<file path="config.mk">
export PLATFORM = sky130hd
export DESIGN_NAME = region_shape_statistics_flat
export DESIGN_NICKNAME = d
export VERILOG_FILES = /design/src/sv/rss_pkg.sv /design/src/sv/rss_ifs.sv /design/src/sv/region_shape_statistics.sv /design/src/sv/rss_div.sv /design/src/sv/rss_ctrl.sv /design/src/sv/rss_dp.sv /design/src/flat_wrapper.sv
export SDC_FILE = /design/constraint.sdc
export NUM_CORES = 2
export LEC_CHECK = 0
export BUFFER_PORTS_ARGS = -buffer_cell sky130_fd_sc_hd__buf_2
export CAP_MARGIN = 40
export CELL_PAD_IN_SITES_DETAIL_PLACEMENT = 0
export CELL_PAD_IN_SITES_GLOBAL_PLACEMENT = 2
export CORE_AREA = 2 2 548 550
export DETAILED_ROUTE_END_ITERATION = 7
export DIE_AREA = 0 0 550 552
export GPL_ROUTABILITY_DRIVEN = 0
export HOLD_SLACK_MARGIN = 0.05
export PLACE_DENSITY_LB_ADDON = 0.1
export SYNTH_ARGS = -nofsm -noshare
export SYNTH_HDL_FRONTEND = slang
export SYNTH_SLANG_ARGS = --single-unit
</file>
<file path="constraint.sdc">
create_clock -name clk -period 39.5 [get_ports clk]
set_clock_uncertainty 0.05 [all_clocks]
set_input_delay 1.975 -clock clk [delete_from_list [all_inputs] [get_ports clk]]
set_output_delay 1.975 -clock clk [all_outputs]
set_load 0.01 [all_outputs]
</file>
<file path="src/sv/rss_pkg.sv">
// Shared types and constants for the region shape statistics block.
package rss_pkg;

  // Configuration register indexes
  localparam logic [2:0] CFG_BG_RED       = 3'd0;
  localparam logic [2:0] CFG_BG_GREEN     = 3'd1;
  localparam logic [2:0] CFG_BG_BLUE      = 3'd2;
  localparam logic [2:0] CFG_FRAME_WIDTH  = 3'd3;
  localparam logic [2:0] CFG_FRAME_HEIGHT = 3'd4;
  localparam logic [2:0] CFG_RED_LIMIT    = 3'd5;

  localparam int CFG_DATA_W = 11;

  typedef enum logic [2:0] {
    ST_CLEAR,
    ST_IDLE,
    ST_PROC,
    ST_XGO,
    ST_XRUN,
    ST_YGO,
    ST_YRUN,
    ST_LOAD
  } state_t;

  typedef struct packed {
    logic clear_step;
    logic pix_load;
    logic pix_proc;
    logic div_start;
    logic div_sel;
    logic cap_x;
    logic cap_y;
    logic load_out;
  } cmd_t;

  typedef struct packed {
    logic clear_done;
    logic frame_end;
    logic div_done;
    logic out_busy;
  } status_t;

endpackage

</file>
<file path="src/sv/rss_ifs.sv">
// Pixel and result channel interfaces.
interface rss_pix_if;
  logic       valid;
  logic       ready;
  logic [7:0] red;
  logic [7:0] green;
  logic [7:0] blue;
  modport source (output valid, red, green, blue, input ready);
  modport sink (input valid, red, green, blue, output ready);
endinterface

interface rss_res_if;
  logic        valid;
  logic        ready;
  logic [19:0] area;
  logic [19:0] border_count;
  logic [9:0]  centroid_x;
  logic [9:0]  centroid_y;
  logic [9:0]  box_width;
  logic [9:0]  box_height;
  logic        region_found;
  modport source (output valid, area, border_count, centroid_x, centroid_y, box_width,
                  box_height, region_found, input ready);
  modport sink (input valid, area, border_count, centroid_x, centroid_y, box_width,
                box_height, region_found, output ready);
endinterface

</file>
<file path="src/sv/region_shape_statistics.sv">
// Top level of the region shape statistics block.
//
//  channel  dir  transfer   payload
//  pix      in   per pixel  red, green, blue (raster order)
//  res      out  per frame  area, border_count, centroid_x/y, box_width/height,
//                           region_found
//  cfg      in   per write  cfg_we, cfg_index, cfg_data
//
// Each pixel is handled in the idle state, which reads its column of the row
// store, and then in the process state, which updates window, sums and store.
// The last pixel of a frame is followed by two divisions of QW quotient bits
// each (QW = clog2 of the larger maximum frame dimension) and the result load.
// After reset the row store is cleared word by word, with pix.ready low.
// A waiting result sits in its own register; pixels of the next frame keep
// flowing, and only the next frame end waits for it to be taken.
module region_shape_statistics
  import rss_pkg::*;
#(
  parameter int MAX_WIDTH  = 1024,
  parameter int MAX_HEIGHT = 1024
) (
  input  logic                  clk,
  input  logic                  rst,
  input  logic                  cfg_we,
  input  logic [2:0]            cfg_index,
  input  logic [CFG_DATA_W-1:0] cfg_data,
  rss_pix_if.sink               pix,
  rss_res_if.source             res
);

  cmd_t    cmd;
  status_t sts;

  // sequencer
  rss_ctrl u_ctrl (
    .clk       (clk),
    .rst       (rst),
    .pix_valid (pix.valid),
    .pix_ready (pix.ready),
    .sts       (sts),
    .cmd       (cmd)
  );

  // statistics datapath, including result register
  rss_dp #(.MAX_WIDTH(MAX_WIDTH), .MAX_HEIGHT(MAX_HEIGHT)) u_dp (
    .clk          (clk),
    .rst          (rst),
    .cfg_we       (cfg_we),
    .cfg_index    (cfg_index),
    .cfg_data     (cfg_data),
    .red          (pix.red),
    .green        (pix.green),
    .blue         (pix.blue),
    .cmd          (cmd),
    .sts          (sts),
    .out_valid    (res.valid),
    .out_ready    (res.ready),
    .area         (res.area),
    .border_count (res.border_count),
    .centroid_x   (res.centroid_x),
    .centroid_y   (res.centroid_y),
    .box_width    (res.box_width),
    .box_height   (res.box_height),
    .region_found (res.region_found)
  );

endmodule

</file>
<file path="src/sv/rss_div.sv">
// Restoring divider, one quotient bit per cycle.
module rss_div #(
  parameter int QW = 10,
  parameter int DW = 20
) (
  input  logic             clk,
  input  logic             rst,
  input  logic             start,
  input  logic [DW+QW-1:0] dividend,
  input  logic [DW-1:0]    divisor,
  output logic             done,
  output logic [QW-1:0]    quotient
);

  localparam int CNT_W = $clog2(QW + 1);

  logic             busy;
  logic [CNT_W-1:0] cnt;
  logic [DW-1:0]    rem;
  logic [QW-1:0]    low;
  logic [DW:0]      trial;
  logic             qbit;

  // quotient is known to fit in QW bits, so the top DW bits start below the divisor
  assign trial = {rem, low[QW-1]};
  assign qbit  = trial >= {1'b0, divisor};

  always_ff @(posedge clk) begin
    if (rst) begin
      busy <= 1'b0;
      done <= 1'b0;
      cnt  <= '0;
    end else begin
      done <= 1'b0;
      if (start) begin
        busy <= 1'b1;
        cnt  <= CNT_W'(QW);
      end else if (busy) begin
        cnt <= cnt - 1'b1;
        if (cnt == CNT_W'(1)) begin
          busy <= 1'b0;
          done <= 1'b1;
        end
      end
    end
  end

  always_ff @(posedge clk) begin
    if (start) begin
      rem <= dividend[DW+QW-1:QW];
      low <= dividend[QW-1:0];
    end else if (busy) begin
      rem <= qbit ? DW'(trial - {1'b0, divisor}) : trial[DW-1:0];
      low <= {low[QW-2:0], qbit};
    end
  end

  assign quotient = low;

endmodule

</file>
<file path="src/sv/rss_ctrl.sv">
// Sequencer: row-store clearing, per-pixel steps, division and result load.
module rss_ctrl
  import rss_pkg::*;
(
  input  logic    clk,
  input  logic    rst,
  input  logic    pix_valid,
  output logic    pix_ready,
  input  status_t sts,
  output cmd_t    cmd
);

  state_t state, state_next;

  always_ff @(posedge clk) begin
    if (rst) begin
      state <= ST_CLEAR;
    end else begin
      state <= state_next;
    end
  end

  always_comb begin
    state_next = state;
    unique case (state)
      ST_CLEAR: if (sts.clear_done) state_next = ST_IDLE;
      ST_IDLE:  if (pix_valid) state_next = ST_PROC;
      ST_PROC:  state_next = sts.frame_end ? ST_XGO : ST_IDLE;
      ST_XGO:   state_next = ST_XRUN;
      ST_XRUN:  if (sts.div_done) state_next = ST_YGO;
      ST_YGO:   state_next = ST_YRUN;
      ST_YRUN:  if (sts.div_done) state_next = ST_LOAD;
      ST_LOAD:  if (!sts.out_busy) state_next = ST_IDLE;
      default:  state_next = ST_CLEAR;
    endcase
  end

  always_comb begin
    cmd       = '0;
    pix_ready = 1'b0;
    unique case (state)
      ST_CLEAR: cmd.clear_step = 1'b1;
      ST_IDLE: begin
        pix_ready    = 1'b1;
        cmd.pix_load = pix_valid;
      end
      ST_PROC:  cmd.pix_proc = 1'b1;
      ST_XGO:   cmd.div_start = 1'b1;
      ST_XRUN:  cmd.cap_x = sts.div_done;
      ST_YGO: begin
        cmd.div_start = 1'b1;
        cmd.div_sel   = 1'b1;
      end
      ST_YRUN: begin
        cmd.div_sel = 1'b1;
        cmd.cap_y   = sts.div_done;
      end
      ST_LOAD:  cmd.load_out = !sts.out_busy;
      default:  cmd = '0;
    endcase
  end

  a_done_in_run: assert property (@(posedge clk) disable iff (rst)
    sts.div_done |-> (state == ST_XRUN || state == ST_YRUN))
    else $error("divider finished outside a division step");

  a_load_free: assert property (@(posedge clk) disable iff (rst)
    cmd.load_out |-> !sts.out_busy)
    else $error("result loaded over an untaken result");

  a_pix_then_proc: assert property (@(posedge clk) disable iff (rst)
    cmd.pix_load |=> state == ST_PROC)
    else $error("accepted pixel not processed");

endmodule

</file>
<file path="src/sv/rss_dp.sv">
// Datapath: config, counters, row store, window, accumulators, divider, result.
module rss_dp
  import rss_pkg::*;
#(
  parameter int MAX_WIDTH  = 1024,
  parameter int MAX_HEIGHT = 1024
) (
  input  logic                  clk,
  input  logic                  rst,
  input  logic                  cfg_we,
  input  logic [2:0]            cfg_index,
  input  logic [CFG_DATA_W-1:0] cfg_data,
  input  logic [7:0]            red,
  input  logic [7:0]            green,
  input  logic [7:0]            blue,
  input  cmd_t                  cmd,
  output status_t               sts,
  output logic                  out_valid,
  input  logic                  out_ready,
  output logic [19:0]           area,
  output logic [19:0]           border_count,
  output logic [9:0]            centroid_x,
  output logic [9:0]            centroid_y,
  output logic [9:0]            box_width,
  output logic [9:0]            box_height,
  output logic                  region_found
);

  localparam int CW = $clog2(MAX_WIDTH);
  localparam int RW = $clog2(MAX_HEIGHT);
  localparam int QW = (CW > RW) ? CW : RW;
  localparam int AW = CW + RW;
  localparam int SW = AW + QW;

  // configuration
  logic [7:0]            bg_red, bg_green, bg_blue, red_limit;
  logic [CFG_DATA_W-1:0] frame_width, frame_height;

  always_ff @(posedge clk) begin
    if (rst) begin
      bg_red       <= 8'd255;
      bg_green     <= 8'd255;
      bg_blue      <= 8'd255;
      frame_width  <= CFG_DATA_W'(1024);
      frame_height <= CFG_DATA_W'(1024);
      red_limit    <= 8'd210;
    end else if (cfg_we) begin
      unique case (cfg_index)
        CFG_BG_RED:       bg_red <= cfg_data[7:0];
        CFG_BG_GREEN:     bg_green <= cfg_data[7:0];
        CFG_BG_BLUE:      bg_blue <= cfg_data[7:0];
        CFG_FRAME_WIDTH:  frame_width <= cfg_data;
        CFG_FRAME_HEIGHT: frame_height <= cfg_data;
        CFG_RED_LIMIT:    red_limit <= cfg_data[7:0];
        default: ;
      endcase
    end
  end

  // last column / row after clamping the frame size
  logic [CW-1:0] last_col_pos;
  logic [RW-1:0] last_row_pos;

  always_comb begin
    if (frame_width < CFG_DATA_W'(2)) last_col_pos = CW'(1);
    else if (32'(frame_width) > 32'(MAX_WIDTH)) last_col_pos = CW'(MAX_WIDTH - 1);
    else last_col_pos = CW'(frame_width - CFG_DATA_W'(1));
    if (frame_height < CFG_DATA_W'(2)) last_row_pos = RW'(1);
    else if (32'(frame_height) > 32'(MAX_HEIGHT)) last_row_pos = RW'(MAX_HEIGHT - 1);
    else last_row_pos = RW'(frame_height - CFG_DATA_W'(1));
  end

  logic [CW-1:0] column_count;
  logic [RW-1:0] row_count;
  logic          last_col, last_row;

  assign last_col = column_count >= last_col_pos;
  assign last_row = row_count >= last_row_pos;

  // pixel latch
  logic [7:0] pix_r, pix_g, pix_b;
  always_ff @(posedge clk) begin
    if (cmd.pix_load) begin
      pix_r <= red;
      pix_g <= green;
      pix_b <= blue;
    end
  end

  // row store word: [2] red flag bank 0, [1] red flag bank 1, [0] foreground
  logic [2:0]    row_mem [MAX_WIDTH];
  logic [2:0]    mem_rd, mem_wd;
  logic [CW-1:0] mem_wa, clr_addr;
  logic          mem_we;

  logic fg, hot, bank, top, mid;
  assign fg   = (pix_r != bg_red) || (pix_g != bg_green) || (pix_b != bg_blue);
  assign hot  = pix_r > red_limit;
  assign bank = row_count[0];
  assign top  = bank ? mem_rd[1] : mem_rd[2];
  assign mid  = bank ? mem_rd[2] : mem_rd[1];

  always_comb begin
    if (cmd.clear_step) begin
      mem_wa = clr_addr;
      mem_wd = '0;
    end else begin
      mem_wa = column_count;
      mem_wd = bank ? {mem_rd[2], hot, fg} : {hot, mem_rd[1], fg};
    end
  end
  assign mem_we = cmd.clear_step | cmd.pix_proc;

  always_ff @(posedge clk) begin
    if (mem_we) row_mem[mem_wa] <= mem_wd;
    if (cmd.pix_load) mem_rd <= row_mem[column_count];
  end

  always_ff @(posedge clk) begin
    if (rst) clr_addr <= '0;
    else if (cmd.clear_step) clr_addr <= clr_addr + 1'b1;
  end

  // window and accumulators
  logic [8:0]    window_flags, window_next;
  logic          fg_delayed;
  logic [AW-1:0] area_sum, border_sum;
  logic [SW-1:0] x_sum, y_sum;
  logic [CW-1:0] min_x, max_x;
  logic [RW-1:0] min_y, max_y;
  logic          border_hit, inner;

  assign window_next = {window_flags[5:0], top, mid, hot};
  assign border_hit  = (column_count != '0) && (row_count != '0) &&
                       (column_count <= last_col_pos) && (row_count <= last_row_pos) &&
                       fg_delayed &&
                       ((column_count <= CW'(2)) || (row_count <= RW'(2)) ||
                        (window_next != '0));
  assign inner = !last_col && !last_row;

  always_ff @(posedge clk) begin
    if (rst) begin
      column_count <= '0;
      row_count    <= '0;
      window_flags <= '0;
      fg_delayed   <= 1'b0;
      area_sum     <= '0;
      border_sum   <= '0;
      x_sum        <= '0;
      y_sum        <= '0;
      min_x        <= '1;
      max_x        <= '0;
      min_y        <= '1;
      max_y        <= '0;
    end else if (cmd.pix_proc) begin
      window_flags <= window_next;
      fg_delayed   <= mem_rd[0];
      if (border_hit) border_sum <= border_sum + 1'b1;
      if (fg) begin
        if (inner) begin
          area_sum <= area_sum + 1'b1;
          x_sum    <= x_sum + SW'(column_count);
          y_sum    <= y_sum + SW'(row_count);
        end
        if (column_count < min_x) min_x <= column_count;
        if (column_count > max_x) max_x <= column_count;
        if (row_count < min_y) min_y <= row_count;
        if (row_count > max_y) max_y <= row_count;
      end
      if (!last_col) begin
        column_count <= column_count + 1'b1;
      end else begin
        column_count <= '0;
        row_count    <= last_row ? '0 : row_count + 1'b1;
      end
    end else if (cmd.load_out) begin
      area_sum   <= '0;
      border_sum <= '0;
      x_sum      <= '0;
      y_sum      <= '0;
      min_x      <= '1;
      max_x      <= '0;
      min_y      <= '1;
      max_y      <= '0;
    end
  end

  // shared divider: x sum first, then y sum
  logic [QW-1:0] quot, quot_x, quot_y;
  logic          div_done;

  rss_div #(.QW(QW), .DW(AW)) u_div (
    .clk      (clk),
    .rst      (rst),
    .start    (cmd.div_start),
    .dividend (cmd.div_sel ? y_sum : x_sum),
    .divisor  (area_sum),
    .done     (div_done),
    .quotient (quot)
  );

  always_ff @(posedge clk) begin
    if (cmd.cap_x) quot_x <= quot;
    if (cmd.cap_y) quot_y <= quot;
  end

  // result register
  logic found;
  assign found = area_sum != '0;

  always_ff @(posedge clk) begin
    if (rst) begin
      out_valid <= 1'b0;
    end else if (cmd.load_out) begin
      out_valid <= 1'b1;
    end else if (out_ready) begin
      out_valid <= 1'b0;
    end
  end

  always_ff @(posedge clk) begin
    if (cmd.load_out) begin
      area         <= 20'(area_sum);
      border_count <= 20'(border_sum);
      region_found <= found;
      centroid_x   <= found ? 10'(quot_x) : '0;
      centroid_y   <= found ? 10'(quot_y) : '0;
      box_width    <= (found && max_x >= min_x) ? 10'(max_x - min_x) : '0;
      box_height   <= (found && max_y >= min_y) ? 10'(max_y - min_y) : '0;
    end
  end

  assign sts.clear_done = clr_addr == CW'(MAX_WIDTH - 1);
  assign sts.frame_end  = last_col && last_row;
  assign sts.div_done   = div_done;
  assign sts.out_busy   = out_valid && !out_ready;

endmodule

</file>
<file path="src/flat_wrapper.sv">
// flat-port wrapper written by rule: the top's interface ports become plain ports
module region_shape_statistics_flat import rss_pkg::*;
#(
  parameter int MAX_WIDTH  = 1024,
  parameter int MAX_HEIGHT = 1024
)
  (clk, rst, cfg_we, cfg_index, cfg_data, pix_valid, pix_red, pix_green, pix_blue, pix_ready, res_valid, res_area, res_border_count, res_centroid_x, res_centroid_y, res_box_width, res_box_height, res_region_found, res_ready);
  rss_pix_if pix_i ();
  rss_res_if res_i ();
  input  logic clk;
  input  logic rst;
  input  logic cfg_we;
  input  logic [2:0] cfg_index;
  input  logic [CFG_DATA_W-1:0] cfg_data;
  input wire logic [$bits(pix_i.valid)-1:0] pix_valid;
  input wire logic [$bits(pix_i.red)-1:0] pix_red;
  input wire logic [$bits(pix_i.green)-1:0] pix_green;
  input wire logic [$bits(pix_i.blue)-1:0] pix_blue;
  output wire logic [$bits(pix_i.ready)-1:0] pix_ready;
  output wire logic [$bits(res_i.valid)-1:0] res_valid;
  output wire logic [$bits(res_i.area)-1:0] res_area;
  output wire logic [$bits(res_i.border_count)-1:0] res_border_count;
  output wire logic [$bits(res_i.centroid_x)-1:0] res_centroid_x;
  output wire logic [$bits(res_i.centroid_y)-1:0] res_centroid_y;
  output wire logic [$bits(res_i.box_width)-1:0] res_box_width;
  output wire logic [$bits(res_i.box_height)-1:0] res_box_height;
  output wire logic [$bits(res_i.region_found)-1:0] res_region_found;
  input wire logic [$bits(res_i.ready)-1:0] res_ready;
  assign pix_i.valid = pix_valid;
  assign pix_i.red = pix_red;
  assign pix_i.green = pix_green;
  assign pix_i.blue = pix_blue;
  assign pix_ready = pix_i.ready;
  assign res_valid = res_i.valid;
  assign res_area = res_i.area;
  assign res_border_count = res_i.border_count;
  assign res_centroid_x = res_i.centroid_x;
  assign res_centroid_y = res_i.centroid_y;
  assign res_box_width = res_i.box_width;
  assign res_box_height = res_i.box_height;
  assign res_region_found = res_i.region_found;
  assign res_i.ready = res_ready;
  region_shape_statistics #(.MAX_WIDTH(MAX_WIDTH), .MAX_HEIGHT(MAX_HEIGHT)) u_core (.clk(clk), .rst(rst), .cfg_we(cfg_we), .cfg_index(cfg_index), .cfg_data(cfg_data), .pix(pix_i), .res(res_i));
endmodule
</file>
== Yosys cells after proc, flatten, opt, wreduce, memory -nomap -nowiden ==
Memory sizes are Yosys's and may differ from the RTL's. A register that Yosys moved wholly into a read port is not among the register bits.
Index checks and enable logic that the tools add are counted.
W data, S select, Z words.

* Word-level logic and storage cells: 217
* Memory bits (writable): 3072
* Bits in registers: 396
* Bits of input ports: 43
* Memories: 1
* Output and inout bits: 83

* Reductions and logical operators: 45
* Eq/ne operators: 29
* Add/subtract/negate cells: 13
* Muxes and demuxes: 70
* Bitwise operators: 2
* $lt $le $gt $ge: 18

{| class="wikitable"
|+ Memories
! name !! depth !! bits a word !! rd ports !! clocked after Yosys merged registers in !! wr ports !! line !! text
|-
| u_core.u_dp.row_mem || 1024 || 3 || 1 || 1 || 1 || rss_dp.sv:91 || <nowiki>logic [2:0] row_mem [MAX_WIDTH];</nowiki>
|}

{| class="wikitable"
|+ Operator list
! operator !! count
|-
| $mux W30 || 8
|-
| $mux W10 || 23
|-
| $mux W20 || 9
|-
| $add A30 B10 Y30 || 2
|-
| $add A20 B1 Y20 const B || 2
|-
| $ge A10 B10 Y1 || 4
|-
| $add A10 B1 Y10 const B || 3
|-
| $ne A8 B8 Y1 || 3
|-
| $pmux W3 S8 || 1
|-
| $gt A11 B11 Y1 const B || 2
|-
| $lt A11 B2 Y1 const B || 2
|-
| $ge A21 B20 Y1 || 1
|-
| $mux W3 || 7
|-
| $gt A10 B10 Y1 || 2
|-
| $le A10 B10 Y1 || 2
|-
| $le A10 B2 Y1 const B || 2
|-
| $lt A10 B10 Y1 || 2
|-
| $reduce_bool A10 Y1 || 2
|-
| $reduce_bool A20 Y1 || 1
|-
| $sub A10 B1 Y10 const B || 2
|-
| $sub A10 B10 Y10 || 2
|-
| $sub A20 B20 Y20 || 1
|-
| $mux W1 || 19
|-
| $eq A3 B3 Y1 const B || 6
|-
| other kinds (23) || 69
|}

== Depth between registers and ports, before layout ==
* Word-level depth: 10
* Gate-level depth with buffers: 19
* Depth with buffers taken out: 16

== Hierarchy ==
Synthesis repeated with hierarchy kept, for this count alone.

* Cells, all modules: 8456
* Area, all modules: 142845.8 um^2

{| class="wikitable"
|+ By module, submodules not included
! module !! cells an instance !! sequential area each (um^2) !! instances !! area each (um^2)
|-
| rss_dp || 8102 || 100736.6 || 1 || 139724.0
|-
| rss_div || 314 || 1021.0 || 1 || 2851.5
|-
| rss_ctrl || 40 || 60.1 || 1 || 270.3
|}

== Worst setup path after synthesis ==
No wires, ideal clock.

* Path kind: reg-to-reg
* Start point: register u_core.u_ctrl.state[1]
* End point: memory u_core.u_dp.row_mem[0][0], data pin
* Arrival: 28.475 ns
* Stages on the path, launching flop included: 6
* Path slack: 5.287 ns
* Path buffers: 3
* Setup time: 5.688 ns
* Required time: 33.762 ns
* Period minus slack after synthesis: 34.213 ns
* Path through: dfxtp_1 -> buf_1 -> nor3_1 -> clkbuf_1 -> clkbuf_1 -> a21oi_1

* Cells in the longest elaborated chain, start to end: 3

{| class="wikitable"
|+ RTL lines
! element !! line !! text
|-
| start, declared || rss_ctrl.sv:13 || <nowiki>state_t state, state_next;</nowiki>
|-
| start signal, assigned || rss_ctrl.sv:19 || <nowiki>state <= state_next;</nowiki>
|-
| $logic_not A3 Y1 || rss_ctrl.sv:41 || <nowiki>unique case (state)</nowiki>
|-
| $mux W1 || rss_ctrl.sv:41 ||
|-
| $mux W3 || rss_dp.sv:104 || <nowiki>if (cmd.clear_step) begin</nowiki>
|-
| via u_core.u_dp.mem_wd[0] || rss_dp.sv:92 || <nowiki>logic [2:0] mem_rd, mem_wd;</nowiki>
|-
| end, declared || rss_dp.sv:91 ||
|}

The timed path passes the listed nets, and every way through them passes these cells.

==> impl_metrics.csv <==
group,metric,value,unit
finish,seq_area,101800,µm²
placed_design,place_ws,32.95,ns
global_route,grt_start_max_net_pins,236,
clocking,root_buffer,"clkbuf_16",
setup_path,r2r-end,"u_core.u_dp.mem_rd[0]$_DFFE_PP_",
logic_synthesis,synthFlopType,"edfxtp_1",
pwr,leakage,49.16,nW
sta,rsz0062_at_grt,"false",
drt,drt-initial-drc-count,9501,
setup_path,crit_top_cell,"buf_4",
clocking,hold_buffers,0,
clocking,cts_buffer_depth,4,
sta,setup_slack,33.10,ns
setup_path,worstPathCellList,"buf_12 > buf_4 > buf_4 > buf_4 > mux4_2 > a22o_1 > a221oi_1 > o22ai_1 > nor3_1 > o2bb2ai_1 > o221a_1",
die,num_io_pins,126,
clocking,cts.clk_slew.worst_paths,0.06,ns
drt,routed_wl,404800,µm
global_route,grt_pass1_wl,577900,µm
clocking,clock_latency,0.94,ns
logic_synthesis,yosys.area.top_type,"edfxtp_1",
worst_hold_path,min_path_cells,2,
die,start_util,0.4776,
pwr,pwr_density_cell,46.70,nW/µm²
finish,area_growth,12.77,%
setup_path,crit_arrival,7.03,ns
die,die_h,552,µm
pwr,total_power,0.007502,W
logic_synthesis,ys_warn_count,0,
worst_hold_path,hp-start,"u_core.u_dp.red_limit[3]$_SDFFE_PP0P_",
sta,layout_worst_path_cycle_share,0.1621,
logic_synthesis,ys_types,84,
logic_synthesis,yosysTopAreaCellShare,0.6809,
setup_path,worstReg2RegStart,"u_core.u_dp.column_count[0]$_SDFFE_PP0P_",
finish,drive_gt1_frac,0.2075,
outcome,status,"complete, no violations",
setup_path,cp_slowest_cell,"dfxtp_4",
logic_synthesis,synthMostInstantiatedCell,"edfxtp_1",
logic_synthesis,syn_nets,8546,
clocking,cts_tree,"built",
clocking,h-tree-depth,5,
placed_design,dp_hpwl,245500,µm
flow_run,maxCapViolCount,0,
drt,wl_per_cell,31.58,µm
logic_synthesis,syn_inst,8358,
worst_hold_path,hp-class,"flip-flop to flip-flop",
placed_design,io_buffers,125,
sta,maxSlewHeadroom,0.09869,
sta,hold_viol,0,
die,core,298300,µm²
setup_path,path_max_fanout,73,
clocking,post_cts_buffers,0,
clocking,ctsResizeCount,0,
drt,drt_drc_violations_left,0,
finish,multi_input_area,38090,µm²
setup_path,cp_num_cells,11,
sta,max_freq,0.1562,GHz
drt,avgViaCountPerCell,6.142,
sta,fin_crit,6.402,ns
worst_hold_path,holdPathEnd,"u_core.u_dp.red_limit[3]$_SDFFE_PP0P_",
setup_path,startpoint_type,"flip-flop",
setup_path,path_delay_family,"buffers and inverters",
logic_synthesis,synth_common_cells,"3230 x edfxtp_1, 1297 x nor2_1, 816 x mux4_2, 379 x nand2_1, 288 x clkbuf_1",
global_route,grt_pass1_vias,79310,
die,die_w,550,µm
logic_synthesis,synth-seq-cells,3471,
pwr,vdd.ir_drop.worst,0.03403,mV
drt,ant_nets,0,
clocking,cts_sinks,3471,
setup_path,r2r_setup_slack,33.10,ns
logic_synthesis,avgSynthCellArea,17.04,µm²
setup_path,end_kind,"flip-flop",
setup_path,worstPathRequired,40.13,ns
finish,fillers,23640,
logic_synthesis,synth-async-reset-ratio,0,
logic_synthesis,synth_area_leaders,"edfxtp_1 68%, mux4_2 13%, nor2_1 3.4%, dfxtp_1 3.4%, ha_1 1.2%",
finish,stdcell_count,12820,
sta,timing.setup.tns,0,ns
clocking,cts_buffers,367,
global_route,antenna_found_initial,26,
drt,drtPass1Iterations,6,
drt,vias,78730,
sta,worstMarginPinSlew,1.352,ns
finish,final_util,0.5386,
logic_synthesis,synth-edff-count,3230,
global_route,track_usage,0.2646,
setup_path,worst-r2r-cell-count,11,
sta,setup_viol,0,
setup_path,path_class,"flip-flop to flip-flop",
sta,slew_violations,0,
placed_design,placedCellCount,12140,
global_route,overflow,0,
setup_path,path_buf_inv,4,
die,rows,201,
die,die-area,303600,µm²
setup_path,max_stage_delay,0.75,ns
logic_synthesis,synth_area,142500,µm²
finish,finalNetCount,8738,
logic_synthesis,seq_area_frac_synth,0.7147,
[where the power goes]
group	leakage, nW	internal (W)	total, W	switching [W]
registers	29.8	0.00396	0.00396	0.00000228
logic	13.5	0.0000128	0.0000531	0.0000403
clock network	5.87	0.00204	0.00349	0.00145
total	49.2	0.00601	0.00750	0.00149
[worst min-delay path, stage by stage (launching register included)]
cell and delay [ns]:
dfxtp_1 0.30, nand2_1 0.05, a21oi_1 0.05
[registers in the layout, summed over array words and instances (netlist names), 11 cells and up]
signal                    count
u_core.u_dp.frame_height     11
u_core.u_dp.x_sum            30
u_core.u_dp.u_div.rem        20
u_core.u_dp.row_mem        3072
u_core.u_dp.border_sum       20
u_core.u_dp.area             20
u_core.u_dp.y_sum            30
u_core.u_dp.area_sum         20
u_core.u_dp.border_count     20
u_core.u_dp.frame_width      11
[layout by cell type (no fill, tap or decap), types with 37 or more instances in the layout]
cell type	synthesis	final
buf_2	107	129
mux2i_1	123	123
nand4_1	60	60
clkbuf_1	288	78
and3_1	37	37
nand3_1	78	78
a221oi_1	70	68
ha_1	140	140
nand2_1	379	346
xnor2_1	88	88
o21ai_0	103	100
xor2_1	47	47
clkbuf_16	0	374
clkinv_2	0	71
nor2_1	1297	1292
nor2b_1	57	51
nor3_1	65	63
mux4_2	816	816
a22oi_1	113	113
a22o_1	61	61
a21oi_1	181	180
inv_1	122	122
edfxtp_1	3230	3230
dfxtp_1	241	232
buf_4	37	208
bufinv_16	0	44
clkinv_1	1	55
[worst max path at each step]
stage                                                         from                             endpoint  slack (ns)
after detailed placement  u_core.u_dp.column_count[0]$_SDFFE_PP0P_      u_core.u_dp.mem_rd[0]$_DFFE_PP_       32.95
after global routing      u_core.u_dp.column_count[0]$_SDFFE_PP0P_      u_core.u_dp.mem_rd[0]$_DFFE_PP_       32.69
after floorplan                u_core.u_ctrl.state[1]$_SDFFE_PP0P_  u_core.u_dp.row_mem[0][0]$_DFFE_PP_        5.29
after global placement    u_core.u_dp.column_count[0]$_SDFFE_PP0P_      u_core.u_dp.mem_rd[0]$_DFFE_PP_       32.97
final                     u_core.u_dp.column_count[0]$_SDFFE_PP0P_      u_core.u_dp.mem_rd[0]$_DFFE_PP_       33.10
after CTS                 u_core.u_dp.column_count[0]$_SDFFE_PP0P_      u_core.u_dp.mem_rd[0]$_DFFE_PP_       32.94
[kinds of logic after synthesis]
group,share of synthesized area
adder cells (fa/ha/maj),0.01300
XOR/XNOR,0.008300
multiplexers,0.1384
buffers and inverters,0.02068
AND/OR/NAND/NOR,0.06571
flip-flops,0.7147
AO/OA/AOI/OAI,0.03924
[stage by stage]
step / hold WS, ns / instance area [µm²]
6_report: 0.4046 / 160700
5_1_grt: 0.4336 / 160600
4_1_cts: 0.4069 / 160600
3_5_place_dp: 0.3912 / 148600
3_3_place_gp: 0.3844 / 147700
2_1_floorplan: 0.3723 / 142500
[cell type report]
class	count	area share
Clock buffer	456	0.06042
Antenna cell	9	0.0001402
Inverter	125	0.002983
Tap cell	3958	0.03083
Clock inverter	215	0.01474
Multi-Input combinational cell	4203	0.2371
Timing Repair Buffer	382	0.01992
Sequential cell	3471	0.6339
[metal layers]
metal,part of all wire,track usage
met1,0.41,0.3750
met4,0.033,0.08513
met2,0.48,0.4241
met3,0.074,0.03876
met5,0.000032,0
(Power assumes the default switching activity.)
